<file path="src/rtl/epoch_to_calendar_unit_defines.svh">
// assertion macros used by the back part of the epoch to calendar rtl
`ifndef EPOCH_TO_CALENDAR_UNIT_DEFINES_SVH
`define EPOCH_TO_CALENDAR_UNIT_DEFINES_SVH
`ifndef SYNTHESIS
`define E2C_ASSERT(label, clk, rst_n, prop, msg) \
    label: assert property (@(posedge clk) disable iff (!rst_n) prop) else $error(msg);
`define E2C_ASSERT_NR(label, clk, prop, msg) \
    label: assert property (@(posedge clk) prop) else $error(msg);
`else
`define E2C_ASSERT(label, clk, rst_n, prop, msg)
`define E2C_ASSERT_NR(label, clk, prop, msg)
`endif
`endif

</file>
<file path="src/rtl/e2c_pkg.sv">
// shared types and constants for the epoch to calendar unit
`timescale 1ns / 1ps
package e2c_pkg;
    localparam int unsigned QueueDepth = 2;

    // split of one timestamp into time of day and day count
    typedef struct packed {
        logic [5:0]  sec;
        logic [5:0]  min;
        logic [4:0]  hour;
        logic [2:0]  wday;
        logic [16:0] days;
    } e2c_split_t;

    // length of a month by index 0..11
    function automatic logic [4:0] month_len(input logic [3:0] m, input logic leap);
        logic [4:0] r;
        case (m)
            4'd1:                     r = leap ? 5'd29 : 5'd28;
            4'd3, 4'd5, 4'd8, 4'd10:  r = 5'd30;
            default:                  r = 5'd31;
        endcase
        return r;
    endfunction

    // gregorian rule on a year offset from 1970, exact up to 2199 (2100 is the only century year handled)
    function automatic logic is_leap(input logic [7:0] off);
        logic [11:0] y;
        logic l;
        y = 12'd1970 + {4'd0, off};
        if (y[1:0] != 2'd0)
            l = 1'b0;
        else if (y == 12'd2100)
            l = 1'b0;
        else
            l = 1'b1;
        return l;
    endfunction
endpackage

</file>
<file path="src/rtl/e2c_front.sv">
// front part: input register, division by constants and weekday
`timescale 1ns / 1ps
module e2c_front (
    input  logic                clk,
    input  logic                rst_n,
    input  logic                push,
    output logic                full,
    input  logic [31:0]         epoch_seconds,
    output logic                q_valid,
    input  logic                q_ready,
    output e2c_pkg::e2c_split_t q_data
);
    import e2c_pkg::*;

    typedef enum logic [2:0] {F_IDLE, F_SEC, F_MIN, F_HOUR, F_WDAY, F_OUT} fstate_t;

    fstate_t     state_reg;
    logic [31:0] t_reg;
    logic [26:0] q60_reg;
    e2c_split_t  res_reg;
    logic [26:0] div60;
    logic [20:0] div60b;
    logic [16:0] div24;
    logic [17:0] dp4;
    logic [14:0] div7;
    logic [31:0] prod;

    // reciprocal multiplies, each followed by a register
    assign div60  = 27'((64'(t_reg) * 64'd2290649225) >> 37);
    assign div60b = 21'((64'(q60_reg) * 64'd2290649225) >> 37);
    assign div24  = 17'((64'(q60_reg) * 64'd2863311531) >> 36);
    assign dp4    = {1'b0, res_reg.days} + 18'd4;
    assign div7   = 15'((40'(dp4) * 40'd149797) >> 20);
    assign prod   = 32'({div60, 6'd0} - {4'd0, div60, 2'd0});

    assign full    = (state_reg != F_IDLE);
    assign q_valid = (state_reg == F_OUT);
    assign q_data  = res_reg;

    // sequencer over the divisions
    always_ff @(posedge clk or negedge rst_n)
    begin
        if (!rst_n)
        begin
            state_reg <= F_IDLE;
        end
        else
        begin
            case (state_reg)
                F_IDLE:
                begin
                    if (push)
                    begin
                        t_reg     <= epoch_seconds;
                        state_reg <= F_SEC;
                    end
                end
                F_SEC:
                begin
                    res_reg.sec <= 6'(t_reg - prod);
                    q60_reg     <= div60;
                    state_reg   <= F_MIN;
                end
                F_MIN:
                begin
                    res_reg.min <= 6'(q60_reg - 27'(div60b * 27'd60));
                    q60_reg     <= {6'd0, div60b};
                    state_reg   <= F_HOUR;
                end
                F_HOUR:
                begin
                    res_reg.hour <= 5'(q60_reg - 27'(div24 * 27'd24));
                    res_reg.days <= div24;
                    state_reg    <= F_WDAY;
                end
                F_WDAY:
                begin
                    res_reg.wday <= 3'(dp4 - 18'(div7 * 18'd7)) + 3'd1;
                    state_reg    <= F_OUT;
                end
                F_OUT:
                begin
                    if (q_ready)
                        state_reg <= F_IDLE;
                end
                default: state_reg <= F_IDLE;
            endcase
        end
    end
endmodule

</file>
<file path="src/rtl/e2c_queue.sv">
// short queue between the front and back parts
`timescale 1ns / 1ps
module e2c_queue #(
    parameter int unsigned DEPTH = e2c_pkg::QueueDepth
) (
    input  logic                clk,
    input  logic                rst_n,
    input  logic                in_valid,
    output logic                in_ready,
    input  e2c_pkg::e2c_split_t in_data,
    output logic                out_valid,
    input  logic                out_ready,
    output e2c_pkg::e2c_split_t out_data
);
    import e2c_pkg::*;
    localparam int unsigned AW = (DEPTH > 1) ? $clog2(DEPTH) : 1;

    e2c_split_t      mem_reg [DEPTH];
    logic [AW-1:0]   wp_reg, rp_reg;
    logic [AW:0]     cnt_reg;
    logic            wr, rd;

    assign in_ready  = (cnt_reg != (AW+1)'(DEPTH));
    assign out_valid = (cnt_reg != '0);
    assign out_data  = mem_reg[rp_reg];
    assign wr = in_valid && in_ready;
    assign rd = out_valid && out_ready;

    // storage
    always_ff @(posedge clk)
    begin
        if (wr)
            mem_reg[wp_reg] <= in_data;
    end

    // pointers and fill count
    always_ff @(posedge clk or negedge rst_n)
    begin
        if (!rst_n)
        begin
            wp_reg  <= '0;
            rp_reg  <= '0;
            cnt_reg <= '0;
        end
        else
        begin
            if (wr)
                wp_reg <= (wp_reg == AW'(DEPTH - 1)) ? '0 : wp_reg + 1'b1;
            if (rd)
                rp_reg <= (rp_reg == AW'(DEPTH - 1)) ? '0 : rp_reg + 1'b1;
            cnt_reg <= cnt_reg + (AW+1)'(wr) - (AW+1)'(rd);
        end
    end
endmodule

</file>
<file path="src/rtl/e2c_back.sv">
// back part: year and month walks and the result register
`timescale 1ns / 1ps
`include "epoch_to_calendar_unit_defines.svh"
module e2c_back (
    input  logic                clk,
    input  logic                rst_n,
    input  logic                q_valid,
    output logic                q_ready,
    input  e2c_pkg::e2c_split_t q_data,
    output logic                empty,
    input  logic                pop,
    output logic [5:0]          second_of_minute,
    output logic [5:0]          minute_of_hour,
    output logic [4:0]          hour_of_day,
    output logic [2:0]          weekday,
    output logic [4:0]          day_of_month,
    output logic [3:0]          month_number,
    output logic [7:0]          year_offset
);
    import e2c_pkg::*;

    typedef enum logic [1:0] {B_IDLE, B_YEAR, B_MONTH, B_DONE} bstate_t;

    bstate_t     state_reg;
    logic [16:0] days_reg;
    logic [7:0]  year_reg;
    logic [3:0]  month_reg;
    logic [8:0]  ylen;
    logic [4:0]  mlen;
    logic        leap;

    assign leap = is_leap(year_reg);
    assign ylen = leap ? 9'd366 : 9'd365;
    assign mlen = month_len(month_reg, leap);

    assign q_ready          = (state_reg == B_IDLE);
    assign empty            = (state_reg != B_DONE);
    assign day_of_month     = 5'(days_reg) + 5'd1;
    assign month_number     = month_reg + 4'd1;
    assign year_offset      = year_reg;

    // walk sequencer with held time fields
    always_ff @(posedge clk or negedge rst_n)
    begin
        if (!rst_n)
        begin
            state_reg <= B_IDLE;
        end
        else
        begin
            case (state_reg)
                B_IDLE:
                begin
                    if (q_valid)
                    begin
                        days_reg         <= q_data.days;
                        year_reg         <= '0;
                        month_reg        <= '0;
                        second_of_minute <= q_data.sec;
                        minute_of_hour   <= q_data.min;
                        hour_of_day      <= q_data.hour;
                        weekday          <= q_data.wday;
                        state_reg        <= B_YEAR;
                    end
                end
                B_YEAR:
                begin
                    if (days_reg < {8'd0, ylen})
                        state_reg <= B_MONTH;
                    else
                    begin
                        days_reg <= days_reg - {8'd0, ylen};
                        year_reg <= year_reg + 8'd1;
                    end
                end
                B_MONTH:
                begin
                    if (month_reg == 4'd11 || days_reg < {12'd0, mlen})
                        state_reg <= B_DONE;
                    else
                    begin
                        days_reg  <= days_reg - {12'd0, mlen};
                        month_reg <= month_reg + 4'd1;
                    end
                end
                B_DONE:
                begin
                    if (pop)
                        state_reg <= B_IDLE;
                end
                default: state_reg <= B_IDLE;
            endcase
        end
    end

    `E2C_ASSERT(a_month_range, clk, rst_n, (state_reg == B_DONE) |-> (month_reg <= 4'd11), "month out of range")
    `E2C_ASSERT(a_year_range, clk, rst_n, (state_reg == B_DONE) |-> (year_reg <= 8'd136), "year out of range")
    `E2C_ASSERT(a_days_month, clk, rst_n, (state_reg == B_DONE) |-> (days_reg < 17'd31), "day out of range")
    `E2C_ASSERT(a_hold, clk, rst_n, (state_reg == B_DONE && !pop) |=> (state_reg == B_DONE && $stable(year_reg)), "result lost")
endmodule

</file>
<file path="src/rtl/epoch_to_calendar_unit.sv">
// top level of the epoch to calendar unit
`timescale 1ns / 1ps
// Converts unsigned seconds since 1970-01-01 into calendar fields. The front
// part steps through its sec, min, hour and weekday states for the constant
// divisions; the back part walks years one per cycle (up to 136) and months
// one per cycle (up to 12). A two-entry queue lets the front take the next
// item while the back is still walking.
module epoch_to_calendar_unit #(
    parameter int unsigned QUEUE_DEPTH = e2c_pkg::QueueDepth
) (
    input  logic        clk,
    input  logic        rst_n,
    input  logic        push,
    output logic        full,
    input  logic [31:0] epoch_seconds,
    output logic        empty,
    input  logic        pop,
    output logic [5:0]  second_of_minute,
    output logic [5:0]  minute_of_hour,
    output logic [4:0]  hour_of_day,
    output logic [2:0]  weekday,
    output logic [4:0]  day_of_month,
    output logic [3:0]  month_number,
    output logic [7:0]  year_offset
);
    import e2c_pkg::*;

    logic       f_valid, f_ready, b_valid, b_ready;
    e2c_split_t f_data, b_data;

    // front part
    e2c_front u_front (
        .clk(clk), .rst_n(rst_n), .push(push), .full(full),
        .epoch_seconds(epoch_seconds),
        .q_valid(f_valid), .q_ready(f_ready), .q_data(f_data)
    );

    // queue
    e2c_queue #(.DEPTH(QUEUE_DEPTH)) u_queue (
        .clk(clk), .rst_n(rst_n),
        .in_valid(f_valid), .in_ready(f_ready), .in_data(f_data),
        .out_valid(b_valid), .out_ready(b_ready), .out_data(b_data)
    );

    // back part
    e2c_back u_back (
        .clk(clk), .rst_n(rst_n),
        .q_valid(b_valid), .q_ready(b_ready), .q_data(b_data),
        .empty(empty), .pop(pop),
        .second_of_minute(second_of_minute), .minute_of_hour(minute_of_hour),
        .hour_of_day(hour_of_day), .weekday(weekday), .day_of_month(day_of_month),
        .month_number(month_number), .year_offset(year_offset)
    );
endmodule

</file>
<file path="config.mk">
export PLATFORM = sky130hd
export DESIGN_NAME = epoch_to_calendar_unit
export DESIGN_NICKNAME = d
export VERILOG_FILES = /design/src/rtl/e2c_pkg.sv /design/src/rtl/e2c_front.sv /design/src/rtl/e2c_queue.sv /design/src/rtl/e2c_back.sv /design/src/rtl/epoch_to_calendar_unit.sv
export VERILOG_INCLUDE_DIRS = /design/src /design/src/rtl
export SDC_FILE = /design/constraint.sdc
export NUM_CORES = 2
export LEC_CHECK = 0
export ABC_AREA = 1
export BUFFER_PORTS_ARGS = -buffer_cell sky130_fd_sc_hd__buf_2
export CAP_MARGIN = 20
export CORE_MARGIN = 10
export CORE_UTILIZATION = 65
export DETAILED_ROUTE_END_ITERATION = 7
export GPL_ROUTABILITY_DRIVEN = 0
export PLACE_DENSITY = 0.82
export SLEW_MARGIN = 15
export SYNTH_ARGS = -nofsm -noshare
export SYNTH_HDL_FRONTEND = slang
export SYNTH_SLANG_ARGS = --single-unit
</file>
<file path="constraint.sdc">
create_clock -name clk -period 9 [get_ports clk]
set_clock_uncertainty 0.05 [all_clocks]
set_input_delay 1.35 -clock clk [delete_from_list [all_inputs] [get_ports clk]]
set_output_delay 1.35 -clock clk [all_outputs]
set_load 0.005 [all_outputs]
</file>
==> results.md <==
- Status: finished with violations
- Violated checks: design-rule violations
- Mean Syn Cell Area: ~8.7 µm²
- CTS tree: yes
- Async S/R FF share, synth: 0.0395
- CP required: 9.28 ns
- Routed WL: between 100,000 and 150,000 µm
- Fill cell count: ~4,600
- Die area: 73,200 µm²
- Area post-placement: 42,200 µm²
- Critical Path Slowest Stage Cell: edfxtp_1
- Max cap viols: 0
- Final hold violation count: 0
- Simple-gate share of the synthesized area: 0.142
- Vias in the first global route: roughly 34,000
- FF-to-FF path depth: 29
- Die Span Y: 271 µm
- Minimum clock period: 7.69 ns
- Net Count, Synth: approximately 6,000
- IO buf count: 74
- GRT Resource Usage Total: 0.311
- Layout cells sized above 1: 0.0410
- Setup violators final: 0
- Sequential fraction of the synthesis area: 0.167
- DRC: 7
- Multiplexer share of the synthesized area: 0
- Vias: between 30,000 and 40,000
- CP Launch Type: flop
- Worst Tran Pin Value: 1.02 ns
- First-pass GRT wire length: 181,000 µm
- Worst setup EP type: flop
- RSZ-0062 raised after global routing: no
- Clock latency on the worst-skew pair: between 0.5 and 0.6 ns
- Cts repair resizes: 0
- Core area: slightly above 60,000 µm²
- Post-route clock period utilization: 0.854
- CP Max Fanout: 10
- Max Clk Rate: ~130 MHz
- Critical Path AT: 7.97 ns
- Hold WC Path Type: reg -> reg
- Area growth from synthesis to layout: 6.19%
- Final setup TNS: 0 ns
- Post-synthesis compound-gate area fraction: 0.0777
- Setup bufs post-CTS: 0
- DRT iter0 DRCs: ~3,600
- Sink Count: around 230
- Final #Nets: between 6,000 and 7,000
- Die W: ~270 µm
- Row Count: between 90 and 100
- DP HPWL: just under 100,000 µm
- Starting Density: 0.659
- Netlist cell types: 58
- Number of synthesized flops with an enable pin: roughly 220
- Synth Flop Type: edfxtp_1
- Yosys reg bits: 228
- Largest family of logic cells by synthesized area: adder cells
- Clk slew on worst S/H paths: about 0.07 ns
- Crit Path Category: reg -> reg
- Post-DRT Antenna Nets: 0
- Register area: 6800 µm²
- Largest net degree at the start of global routing: 39
- Relative slew slack: 0.320
- Number of I/O pins: 75
- Drt pass-1 iters: 8
- Post-Synth Adder-Cell Area: 0.491
- # diodes: 0
- Cell Area, Synth: approximately 40,000 µm²
- Largest stage delay, worst path: 0.76 ns
- Drt wl/cell: 20.3 µm
- Number of vias per cell: slightly below 6
- # hold bufs at CTS: 0
- H-tree levels: 1
- Synth Warn #: 0
- Max-slew violation count: 0
- Clk buf depth: 3
- Initial antenna violation count: 1
- Grt ovf: 0
- Hold Path Cell Cnt: 0
- Root Buffer: clkbuf_16
- Post-Synth XOR/XNOR Area: 0.0154
- Max reg flops: 74
- Post-Syn Instances: roughly 4,700
- Multi-input combinational cell area: 29,700 µm²
- Final instance area: about 43,000 µm²
- TritonCTS buffer count: 26
==> layer usage <==
metal	routed length, µm	global-route usage
met1	43100	0.380
met2	51700	0.505
met3	11900	0.0705
met4	7680	0.173
met5	17	0
==> placed cells by master, fill, tap and decap left out, drive strengths merged, types with 3 or more instances in the layout <==
| master | instances |
|---|---|
| o22ai | 8 |
| edfxtp | 219 |
| nand2 | 693 |
| nor3 | 41 |
| nand4 | 33 |
| dfrtp | 9 |
| nand3 | 154 |
| clkinvlp | 3 |
| nand3b | 14 |
| ha | 780 |
| inv | 1142 |
| a21boi | 13 |
| xor2 | 47 |
| and3 | 4 |
| fa | 514 |
| clkinv | 6 |
| nor2 | 413 |
| or2 | 5 |
| xnor2 | 24 |
| a21oi | 240 |
| a31oi | 23 |
| o21a | 7 |
| o211ai | 8 |
| and2 | 4 |
| o21bai | 26 |
| o21ai | 187 |
| bufinv | 8 |
| a21o | 24 |
| a221oi | 4 |
| buf | 86 |
| nor4 | 18 |
| clkbuf | 27 |
| o31ai | 15 |
==> logic make-up after synthesis <==
group	after synthesis
adders and majority gates	1294
AOI/OAI and AO/OA	564
buffers and inverters	1161
and+or+nand+nor	1381
DFF	228
xor gates and xnor gates	71
==> layout make-up <==
cell class | instances | share of cell area
clock buffer | 27 | 0.0151
clock inverter | 21 | 0.00817
inverter | 1138 | 0.0986
multi-input combinational | 3310 | 0.685
sequential | 228 | 0.157
tap | 837 | 0.0242
timing repair buffer | 86 | 0.0123
==> cells in the mapped netlist (all sizes together), types with 4 or more instances <==
| cell type | number | area [µm²] |
|---|---|---|
| or2 | 5 | 31.3 |
| edfxtp | 219 | 6580 |
| nor4 | 18 | 113 |
| and2 | 4 | 25.0 |
| a21boi | 13 | 97.6 |
| nor3 | 41 | 241 |
| ha | 780 | 9760 |
| a21o | 24 | 181 |
| o211ai | 8 | 65.1 |
| inv | 1137 | 4270 |
| a21oi | 240 | 1200 |
| o21a | 7 | 52.6 |
| fa | 514 | 10300 |
| xnor2 | 24 | 210 |
| o21bai | 26 | 195 |
| a31oi | 23 | 144 |
| a221oi | 4 | 35.0 |
| dfrtp | 9 | 225 |
| buf | 10 | 56.3 |
| o22ai | 8 | 50.1 |
| nand3b | 14 | 105 |
| o31ai | 15 | 113 |
| nor2 | 413 | 1600 |
| xor2 | 47 | 419 |
| nand3 | 154 | 801 |
| nand2 | 693 | 2630 |
| o21ai | 187 | 955 |
| and3 | 4 | 25.0 |
| nand4 | 33 | 213 |
| clkbuf | 13 | 50.0 |
==> metrics by stage <==
stage                     hold WS [ns]  worst slack (ns)   util  std cells
after CTS                        0.392              1.44  0.698       5643
after detailed placement         0.380              1.46  0.682       5595
final                            0.394              1.31  0.700       5647
after global placement           0.372              1.74  0.682       5595
after floorplan                  0.371              2.20      -       4699
after global routing             0.404             0.997  0.700       5647
==> worst max-delay path, delay by kind of cell, from the launching register on <==
kind            cells  cell delay (ns)
fa+ha+maj          11             4.39
flops               1             0.76
simple gates        6             0.68
xor+xnor            3             0.65
buf+inv             7             0.56
compound gates      2             0.33
==> worst paths after layout <==
kind | endpoint | slack, ns | start
min | u_queue.mem_reg[1][34]$_DFFE_PP_ | 0.39 | u_front.q_data[34]$_DFFE_PP_
min reg2reg | u_queue.mem_reg[1][34]$_DFFE_PP_ | 0.39 | u_front.q_data[34]$_DFFE_PP_
max reg2reg | u_front.q_data[30]$_DFFE_PP_ | 1.31 | u_front.q60_reg[3]$_DFFE_PP_
max in group asynchronous | u_back.state_reg[1]$_DFFE_PN0P_ | 8.06 | rst_n
min in group asynchronous | u_front.state_reg[0]$_DFFE_PN0P_ | 0.60 | rst_n
max | u_front.q_data[30]$_DFFE_PP_ | 1.31 | u_front.q60_reg[3]$_DFFE_PP_
Power is not shown: default switching activity piles up to over one toggle a cycle in this logic, so the estimate is an artifact.
